[src/rtl/assert_macros.svh]
// ----------------------------------------------------------------------------
// assert_macros.svh
// Assertion shorthands clocked on aclk and disabled during reset.
// ----------------------------------------------------------------------------
`ifndef ASSERT_MACROS_SVH
`define ASSERT_MACROS_SVH

// Plain property check.
`define SDQ_ASSERT(lbl, prop) \
    lbl: assert property (@(posedge aclk) disable iff (!aresetn) (prop)) \
        else $error("sdq assertion failed");

// Same-cycle implication.
`define SDQ_ASSERT_IMP(lbl, ante, cons) \
    lbl: assert property (@(posedge aclk) disable iff (!aresetn) (ante) |-> (cons)) \
        else $error("sdq assertion failed");

// Next-cycle implication.
`define SDQ_ASSERT_NXT(lbl, ante, cons) \
    lbl: assert property (@(posedge aclk) disable iff (!aresetn) (ante) |=> (cons)) \
        else $error("sdq assertion failed");

`endif

[src/rtl/sdq_pkg.sv]
// ----------------------------------------------------------------------------
// sdq_pkg
// Types and constants of the searchable deque.
// ----------------------------------------------------------------------------
package sdq_pkg;

    localparam int CAPACITY = 64;
    localparam int ADDR_W   = $clog2(CAPACITY);
    localparam int CNT_W    = $clog2(CAPACITY + 1);
    localparam int DATA_W   = 32;

    typedef enum logic [2:0] {
        OP_PUSH_BACK  = 3'd0,
        OP_PUSH_FRONT = 3'd1,
        OP_POP_BACK   = 3'd2,
        OP_POP_FRONT  = 3'd3,
        OP_SEARCH     = 3'd4,
        OP_DELETE     = 3'd5
    } op_t;

    typedef enum logic [1:0] {
        ST_OK       = 2'd0,
        ST_EMPTY    = 2'd1,
        ST_FULL     = 2'd2,
        ST_NOTFOUND = 2'd3
    } status_t;

    typedef enum logic [2:0] {
        S_IDLE,
        S_SCAN,
        S_SHIFT,
        S_HEAD,
        S_TAIL,
        S_LATCH,
        S_DONE
    } state_t;

endpackage

[src/rtl/sdq_ram.sv]
// ----------------------------------------------------------------------------
// sdq_ram
// Simple dual-port RAM, one write and one read port, registered read data.
// ----------------------------------------------------------------------------
module sdq_ram #(
    parameter int DEPTH = 64,
    parameter int WIDTH = 32
) (
    input  logic                     aclk,
    input  logic                     we,
    input  logic [$clog2(DEPTH)-1:0] waddr,
    input  logic [WIDTH-1:0]         wdata,
    input  logic                     re,
    input  logic [$clog2(DEPTH)-1:0] raddr,
    output logic [WIDTH-1:0]         rdata
);

    logic [WIDTH-1:0] mem [DEPTH];
    logic [WIDTH-1:0] rdata_reg;

    always_ff @(posedge aclk) begin
        if (we) begin
            mem[waddr] <= wdata;
        end
    end

    always_ff @(posedge aclk) begin
        if (re) begin
            rdata_reg <= mem[raddr];
        end
    end

    assign rdata = rdata_reg;

endmodule

[src/rtl/searchable_deque.sv]
// ----------------------------------------------------------------------------
// searchable_deque
// Ring-buffer deque with search and order-keeping delete, one item at a time.
// ----------------------------------------------------------------------------
// Sequence: push writes the entry RAM directly; pop rereads head and tail
// (skipped when it empties the deque); search scans from the front until a
// match or the end; delete scans, shifts each later entry down one slot, then
// rereads head and tail. Reads share the single read port of the entry RAM.
// Throughput: one item in flight; the next is taken once the result is queued.
// Reset: clears count, front index, FSM and output valid; entry RAM is not
// cleared (unused slots are never read).
// ----------------------------------------------------------------------------
`include "assert_macros.svh"

module searchable_deque (
    input  logic        aclk,
    input  logic        aresetn,
    input  logic        s_valid,
    output logic        s_ready,
    input  logic [2:0]  s_op,
    input  logic signed [31:0] s_value,
    output logic        m_valid,
    input  logic        m_ready,
    output logic [1:0]  m_status,
    output logic signed [31:0] m_popped_value,
    output logic [6:0]  m_found_position,
    output logic [6:0]  m_entry_count,
    output logic signed [31:0] m_head_value,
    output logic signed [31:0] m_tail_value
);

    localparam int AW = sdq_pkg::ADDR_W;
    localparam int CW = sdq_pkg::CNT_W;
    localparam int DW = sdq_pkg::DATA_W;

    sdq_pkg::state_t  state_reg, state_next;
    sdq_pkg::op_t     op_reg, op_next;
    sdq_pkg::status_t status_reg, status_next;

    logic [DW-1:0] val_reg, val_next;
    logic [DW-1:0] popped_reg, popped_next;
    logic [CW-1:0] pos_reg, pos_next;
    logic [CW-1:0] idx_reg, idx_next;
    logic [CW-1:0] count_reg, count_next;
    logic [AW-1:0] front_reg, front_next;
    logic [DW-1:0] head_reg, head_next;
    logic [DW-1:0] tail_reg, tail_next;

    logic          m_valid_reg, m_valid_next;
    logic [1:0]    m_status_reg, m_status_next;
    logic [DW-1:0] m_popped_reg, m_popped_next;
    logic [6:0]    m_pos_reg, m_pos_next;
    logic [6:0]    m_count_reg, m_count_next;
    logic [DW-1:0] m_head_reg, m_head_next;
    logic [DW-1:0] m_tail_reg, m_tail_next;

    logic          ram_we, ram_re;
    logic [AW-1:0] ram_waddr, ram_raddr;
    logic [DW-1:0] ram_wdata, ram_rdata;

    logic          is_empty, is_full;
    logic [CW-1:0] count_m1;

    sdq_ram #(
        .DEPTH (sdq_pkg::CAPACITY),
        .WIDTH (DW)
    ) u_ram (
        .aclk  (aclk),
        .we    (ram_we),
        .waddr (ram_waddr),
        .wdata (ram_wdata),
        .re    (ram_re),
        .raddr (ram_raddr),
        .rdata (ram_rdata)
    );

    assign is_empty = (count_reg == '0);
    assign is_full  = (count_reg == CW'(sdq_pkg::CAPACITY));
    assign count_m1 = count_reg - CW'(1);

    assign s_ready = (state_reg == sdq_pkg::S_IDLE);

    always_ff @(posedge aclk) begin
        if (!aresetn) begin
            state_reg   <= sdq_pkg::S_IDLE;
            count_reg   <= '0;
            front_reg   <= '0;
            m_valid_reg <= 1'b0;
        end else begin
            state_reg   <= state_next;
            count_reg   <= count_next;
            front_reg   <= front_next;
            m_valid_reg <= m_valid_next;
        end
    end

    always_ff @(posedge aclk) begin
        op_reg       <= op_next;
        status_reg   <= status_next;
        val_reg      <= val_next;
        popped_reg   <= popped_next;
        pos_reg      <= pos_next;
        idx_reg      <= idx_next;
        head_reg     <= head_next;
        tail_reg     <= tail_next;
        m_status_reg <= m_status_next;
        m_popped_reg <= m_popped_next;
        m_pos_reg    <= m_pos_next;
        m_count_reg  <= m_count_next;
        m_head_reg   <= m_head_next;
        m_tail_reg   <= m_tail_next;
    end

    always_comb begin
        state_next    = state_reg;
        op_next       = op_reg;
        status_next   = status_reg;
        val_next      = val_reg;
        popped_next   = popped_reg;
        pos_next      = pos_reg;
        idx_next      = idx_reg;
        count_next    = count_reg;
        front_next    = front_reg;
        head_next     = head_reg;
        tail_next     = tail_reg;
        m_valid_next  = m_valid_reg && !m_ready;
        m_status_next = m_status_reg;
        m_popped_next = m_popped_reg;
        m_pos_next    = m_pos_reg;
        m_count_next  = m_count_reg;
        m_head_next   = m_head_reg;
        m_tail_next   = m_tail_reg;
        ram_we        = 1'b0;
        ram_waddr     = '0;
        ram_wdata     = '0;
        ram_re        = 1'b0;
        ram_raddr     = '0;

        unique case (state_reg)
            sdq_pkg::S_IDLE: begin
                if (s_valid) begin
                    op_next     = sdq_pkg::op_t'(s_op);
                    val_next    = s_value;
                    status_next = sdq_pkg::ST_OK;
                    popped_next = '0;
                    pos_next    = '0;
                    state_next  = sdq_pkg::S_DONE;
                    case (sdq_pkg::op_t'(s_op))
                        sdq_pkg::OP_PUSH_BACK: begin
                            if (is_full) begin
                                status_next = sdq_pkg::ST_FULL;
                            end else begin
                                ram_we     = 1'b1;
                                ram_waddr  = front_reg + count_reg[AW-1:0];
                                ram_wdata  = s_value;
                                count_next = count_reg + CW'(1);
                                tail_next  = s_value;
                                if (is_empty) begin
                                    head_next = s_value;
                                end
                            end
                        end
                        sdq_pkg::OP_PUSH_FRONT: begin
                            if (is_full) begin
                                status_next = sdq_pkg::ST_FULL;
                            end else begin
                                front_next = front_reg - AW'(1);
                                ram_we     = 1'b1;
                                ram_waddr  = front_reg - AW'(1);
                                ram_wdata  = s_value;
                                count_next = count_reg + CW'(1);
                                head_next  = s_value;
                                if (is_empty) begin
                                    tail_next = s_value;
                                end
                            end
                        end
                        sdq_pkg::OP_POP_BACK: begin
                            if (is_empty) begin
                                status_next = sdq_pkg::ST_EMPTY;
                            end else begin
                                popped_next = tail_reg;
                                count_next  = count_m1;
                                state_next  = sdq_pkg::S_HEAD;
                            end
                        end
                        sdq_pkg::OP_POP_FRONT: begin
                            if (is_empty) begin
                                status_next = sdq_pkg::ST_EMPTY;
                            end else begin
                                popped_next = head_reg;
                                front_next  = front_reg + AW'(1);
                                count_next  = count_m1;
                                state_next  = sdq_pkg::S_HEAD;
                            end
                        end
                        sdq_pkg::OP_SEARCH, sdq_pkg::OP_DELETE: begin
                            if (is_empty) begin
                                status_next = sdq_pkg::ST_EMPTY;
                            end else begin
                                ram_re     = 1'b1;
                                ram_raddr  = front_reg;
                                idx_next   = '0;
                                state_next = sdq_pkg::S_SCAN;
                            end
                        end
                        default: begin
                        end
                    endcase
                end
            end

            // ram_rdata holds the entry at offset idx_reg
            sdq_pkg::S_SCAN: begin
                if (ram_rdata == val_reg) begin
                    pos_next = idx_reg + CW'(1);
                    if (op_reg != sdq_pkg::OP_DELETE) begin
                        state_next = sdq_pkg::S_DONE;
                    end else if (idx_reg == count_m1) begin
                        count_next = count_m1;
                        state_next = sdq_pkg::S_HEAD;
                    end else begin
                        ram_re     = 1'b1;
                        ram_raddr  = front_reg + idx_reg[AW-1:0] + AW'(1);
                        state_next = sdq_pkg::S_SHIFT;
                    end
                end else if ((idx_reg + CW'(1)) < count_reg) begin
                    ram_re     = 1'b1;
                    ram_raddr  = front_reg + idx_reg[AW-1:0] + AW'(1);
                    idx_next   = idx_reg + CW'(1);
                end else begin
                    status_next = sdq_pkg::ST_NOTFOUND;
                    state_next  = sdq_pkg::S_DONE;
                end
            end

            // move entry idx+1 down to idx; read and write slots never coincide
            sdq_pkg::S_SHIFT: begin
                ram_we    = 1'b1;
                ram_waddr = front_reg + idx_reg[AW-1:0];
                ram_wdata = ram_rdata;
                if ((idx_reg + CW'(2)) < count_reg) begin
                    ram_re    = 1'b1;
                    ram_raddr = front_reg + idx_reg[AW-1:0] + AW'(2);
                    idx_next  = idx_reg + CW'(1);
                end else begin
                    count_next = count_m1;
                    state_next = sdq_pkg::S_HEAD;
                end
            end

            sdq_pkg::S_HEAD: begin
                if (is_empty) begin
                    state_next = sdq_pkg::S_DONE;
                end else begin
                    ram_re     = 1'b1;
                    ram_raddr  = front_reg;
                    state_next = sdq_pkg::S_TAIL;
                end
            end

            sdq_pkg::S_TAIL: begin
                head_next  = ram_rdata;
                ram_re     = 1'b1;
                ram_raddr  = front_reg + count_m1[AW-1:0];
                state_next = sdq_pkg::S_LATCH;
            end

            sdq_pkg::S_LATCH: begin
                tail_next  = ram_rdata;
                state_next = sdq_pkg::S_DONE;
            end

            sdq_pkg::S_DONE: begin
                if (!m_valid_reg || m_ready) begin
                    m_valid_next  = 1'b1;
                    m_status_next = status_reg;
                    m_popped_next = popped_reg;
                    m_pos_next    = 7'(pos_reg);
                    m_count_next  = 7'(count_reg);
                    m_head_next   = is_empty ? '0 : head_reg;
                    m_tail_next   = is_empty ? '0 : tail_reg;
                    state_next    = sdq_pkg::S_IDLE;
                end
            end

            default: begin
                state_next = sdq_pkg::S_IDLE;
            end
        endcase
    end

    assign m_valid          = m_valid_reg;
    assign m_status         = m_status_reg;
    assign m_popped_value   = m_popped_reg;
    assign m_found_position = m_pos_reg;
    assign m_entry_count    = m_count_reg;
    assign m_head_value     = m_head_reg;
    assign m_tail_value     = m_tail_reg;

    `SDQ_ASSERT(a_count_bound, count_reg <= CW'(sdq_pkg::CAPACITY))
    `SDQ_ASSERT_IMP(a_no_rw_collide, ram_we && ram_re, ram_waddr != ram_raddr)
    `SDQ_ASSERT_NXT(a_accept_leaves_idle, s_valid && s_ready, state_reg != sdq_pkg::S_IDLE)
    `SDQ_ASSERT_IMP(a_scan_in_range, state_reg == sdq_pkg::S_SCAN, idx_reg < count_reg)
    `SDQ_ASSERT_IMP(a_done_no_ram, state_reg == sdq_pkg::S_DONE, !ram_we && !ram_re)

endmodule
[config.mk]
export PLATFORM = sky130hd
export DESIGN_NAME = searchable_deque
export DESIGN_NICKNAME = d
export VERILOG_FILES = /design/src/rtl/sdq_pkg.sv /design/src/rtl/sdq_ram.sv /design/src/rtl/searchable_deque.sv
export VERILOG_INCLUDE_DIRS = /design/src /design/src/rtl
export SDC_FILE = /design/constraint.sdc
export NUM_CORES = 2
export LEC_CHECK = 0
export BUFFER_PORTS_ARGS = -buffer_cell sky130_fd_sc_hd__buf_2
export CAP_MARGIN = 20
export CORE_MARGIN = 8
export CORE_UTILIZATION = 63
export DETAILED_ROUTE_END_ITERATION = 12
export PLACE_DENSITY_LB_ADDON = 0.2
export SYNTH_ARGS = -nofsm -noshare
export SYNTH_HDL_FRONTEND = slang
export SYNTH_SLANG_ARGS = --single-unit
export TNS_END_PERCENT = 10
[constraint.sdc]
create_clock -name aclk -period 7.5 [get_ports aclk]
set_input_delay 0.75 -clock aclk [delete_from_list [all_inputs] [get_ports aclk]]
set_output_delay 0.75 -clock aclk [all_outputs]
set_load 0.1 [all_outputs]
==> results.md <==
* Sequential cell area at 70,580 sq um
* Critical Path RT at 8.14 ns
* Clock latency on the worst-skew pair at 0.88 ns
* Synth Area per Inst at 13.16 sq um
* Synthesized area at 95,550 sq um
* Gate Count Post-Synth at 7,259
* Fin. max-slew vios at 0
* Synth async-reset ratio at 0%
* Maxcap violations at 0
* Die span in x at 405.4 um
* Iter 0 DRT Violations at 9,809
* # placed instances at 9,198
* Hold Path Class: in2reg
* Port buffer count at 152
* R2r startpoint: u_ram.rdata[16]
* Most frequent CP cell: nand2_1
* Number of synthesized flops with an enable pin at 2,339
* Synth Register Bits at 2,356
* Final Setup Violations at 0
* I/O pin cnt at 153
* Period utilization at 86.23%
* Area of the multi-input gates at 23,250 sq um
* Largest delay share family, worst path: simple AND/OR/NAND/NOR gates
* Num CTS Buffers at 223
* VDD IR-drop max at 535.1 uV
* Lkg Pwr at 37.12 nW
* R2R setup slack at 1.03 ns
* Combinational share of power at 43.8%
* Largest cells by area after synthesis: edfxtp_1 74%, nand2_1 7.5%, nand3_1 6.1%, buf_2 1.1%, mux2i_1 0.79%
* CTS tree: done
* Detailed Route WL at 272,500 um
* Vias at 62,726
* Reg with most FFs: u_ram.mem
* Cell taking the most area after synthesis: edfxtp_1
* Distinct cells, synth at 87
* Die Y at 405.4 um
* Die area at 164,400 sq um
* Design Power at 49.04 mW
* Routed vias/inst at 6.521
* Pre-Repair DR Iteration Count at 6
* Hold Path Depth at 1
* Final core occ at 70.23%
* Max_slew headroom at 18.36%
* Critical path class: reg2reg
* Post-cts sizing count at 0
* DRC Markers at 0
* FMAX at 154.6 MHz
* Final setup margin at 1.032 ns
* Number of global-route vias before repair at 59,525
* Delay of the slowest critical-path stage at 0.90 ns
* Commonest cells post-synth: 2,339 x edfxtp_1, 1,916 x nand2_1, 1,166 x nand3_1, 214 x buf_2, 163 x nor2_1
* WP buf/inv at 1
* First-pass GRT wire length at 396,000 um
* Final Hold Fails at 0
* Hold EP: val_reg[4]
* CTS HTree Levels at 4
* Clock transition at path regs at 0.07 ns
* R2R depth at 13
* Placed Area at 99,230 sq um
* Sw Share at 43.13%
* Most common cell in the netlist: edfxtp_1
* Pwr dens at 461.8 nW/um^2
* R2R Path End: u_ram.rdata[5]
* Setup Buffers After CTS at 0
* Largest family of logic cells by synthesized area: simple AND/OR/NAND/NOR gates
* Worst slew pin tran at 1.225 ns
* Avg WL per Cell at 28.33 um
* Synthesis-to-finish area growth at 11.13%
* Mux share of post-synthesis cell area at 1.799%
* Global route total overflow at 0
* Clock tree buffer depth at 3
* Clk pwr share at 21.8%
* Fraction of layout cells with a size suffix above 1 at 11.66%
* Post-cts hold buffer count at 0
* RSZ-0062 raised after global routing: false
* Int Power at 27.89 mW
* Synth Area in Compound Gates at 4.164%
* Dpl ws at 1.180 ns
* Largest net degree at the start of global routing at 134
* Minimum clock period at 6.468 ns
* Post-synthesis adder-cell area fraction at 0.5605%
* DPL Wire Length at 159,800 um
* Syn Nets at 7,339
* Clk_skew at 0.04456 ns
* Clock Sinks at 2,356
* XOR/XNOR Fraction of Synth Area at 0.7242%
* Nets@finish at 7,475
* Crit start category: register
* Fin area at 106,200 sq um
* Ys flop type: edfxtp_1
* CP arrival at 7.11 ns
* Worst hold slack at 0.09125 ns
* Final GP Congestion at 0.9083
* Final non-filler cell total at 9,619
* Root Driver: clkbuf_16
* P_sw at 21.15 mW
* Initial antenna violation count at 17
* Critical path capture point type: register
* Number of flip-flops in the largest register at 2,048
* Seq pwr share at 34.4%
* FP Rows at 143
* Synth Area in Simple Gates at 16.40%
* Tot GR Track Use at 32.56%
* Initial Util at 63.20%
* Status: finished, final reports clean
* Routed Antenna Nets at 0
* Synth top area share at 73.51%
* Register area share after synthesis at 73.87%
* Fill cells at 9,939
* Synth Warn # at 0
* Setup TNS at 0 ns
* Hold Crit Start: s_value[4]
* CORE AREA at 151,200 sq um
* Crit path cell chain: xnor2_1 -> nand4_1 -> nor4_2 -> nand2_1 -> a41oi_2 -> and2_4 -> buf_4 -> nand2_1 -> and3_1 -> a311oi_1 -> nor3_1 -> a211oi_1 -> a311o_1
* Worst-path fanout max at 61
* Slowest-stage cell, CP: a211oi_1
==> layout by cell type (no fill, tap or decap), types with 13 or more instances in the layout <==
master / count
mux2i_1: 75
clkbuf_16: 224
clkbuf_1: 54
clkinv_1: 55
inv_1: 24
o22ai_1: 20
nand4_1: 32
a31oi_1: 68
a221oi_1: 18
nor2b_1: 13
o21ai_1: 35
a311oi_1: 36
nor3_1: 37
a211oi_1: 25
buf_12: 32
a22o_2: 32
and2_1: 77
mux2_2: 64
nand3_1: 1164
and3_1: 96
nor2_1: 104
a21oi_1: 148
diode_2: 13
o21ai_0: 47
buf_4: 185
a22oi_1: 27
buf_2: 153
xor2_1: 19
nand2_1: 1915
edfxtp_1: 2339
dfxtp_1: 17
nor2_4: 58
xnor2_1: 60
ha_1: 38
clkinv_2: 38
==> layer usage <==
metal / wire, um / GRT usage (%)
met5: 95 / 0
met4: 15460 / 16.22
met3: 36410 / 7.920
met2: 124200 / 50.29
met1: 96400 / 43.78
==> final cells by class <==
type	count	area share [%]
Sequential cell	2356	66.47
Multi-Input combinational cell	4418	21.90
Clock buffer	286	5.574
Timing Repair Buffer	371	2.647
Tap cell	2030	2.392
Clock inverter	120	0.9015
Inverter	25	0.08838
Antenna cell	13	0.03064
==> how the worst max path moves through the flow <==
stage                                from               end  slack [ns]  cells past startpoint
after floorplan              state_reg[0]  u_ram.mem[46][0]       -0.90                     10
after CTS                      idx_reg[1]    u_ram.rdata[2]        1.15                     19
after global placement    u_ram.rdata[15]   u_ram.rdata[16]        1.12                     12
after global routing           idx_reg[1]    u_ram.rdata[2]        0.87                     19
after detailed placement       idx_reg[1]    u_ram.rdata[2]        1.18                     19
final                     u_ram.rdata[16]    u_ram.rdata[5]        1.03                     13
==> power by group through the flow <==
| stage | registers, mW | logic [mW] | clock network (mW) |
|---|---|---|---|
| after floorplan | 17.4 | 12.8 | 0 |
| after global placement | 17.1 | 20.6 | 0 |
| after detailed placement | 17.1 | 20.9 | 0 |
| after CTS | 16.8 | 21.0 | 10.7 |
| after global routing | 16.9 | 22.7 | 11.2 |
| final | 16.8 | 21.5 | 10.7 |
==> cell families after synthesis <==
| family | Yosys count |
|---|---|
| buf+inv | 485 |
| compound gates | 581 |
| xor+xnor | 79 |
| flops | 2356 |
| mux | 153 |
| simple gates | 3564 |
| fa+ha+maj | 41 |
No activity file was read; power rests on OpenSTA's default activity.
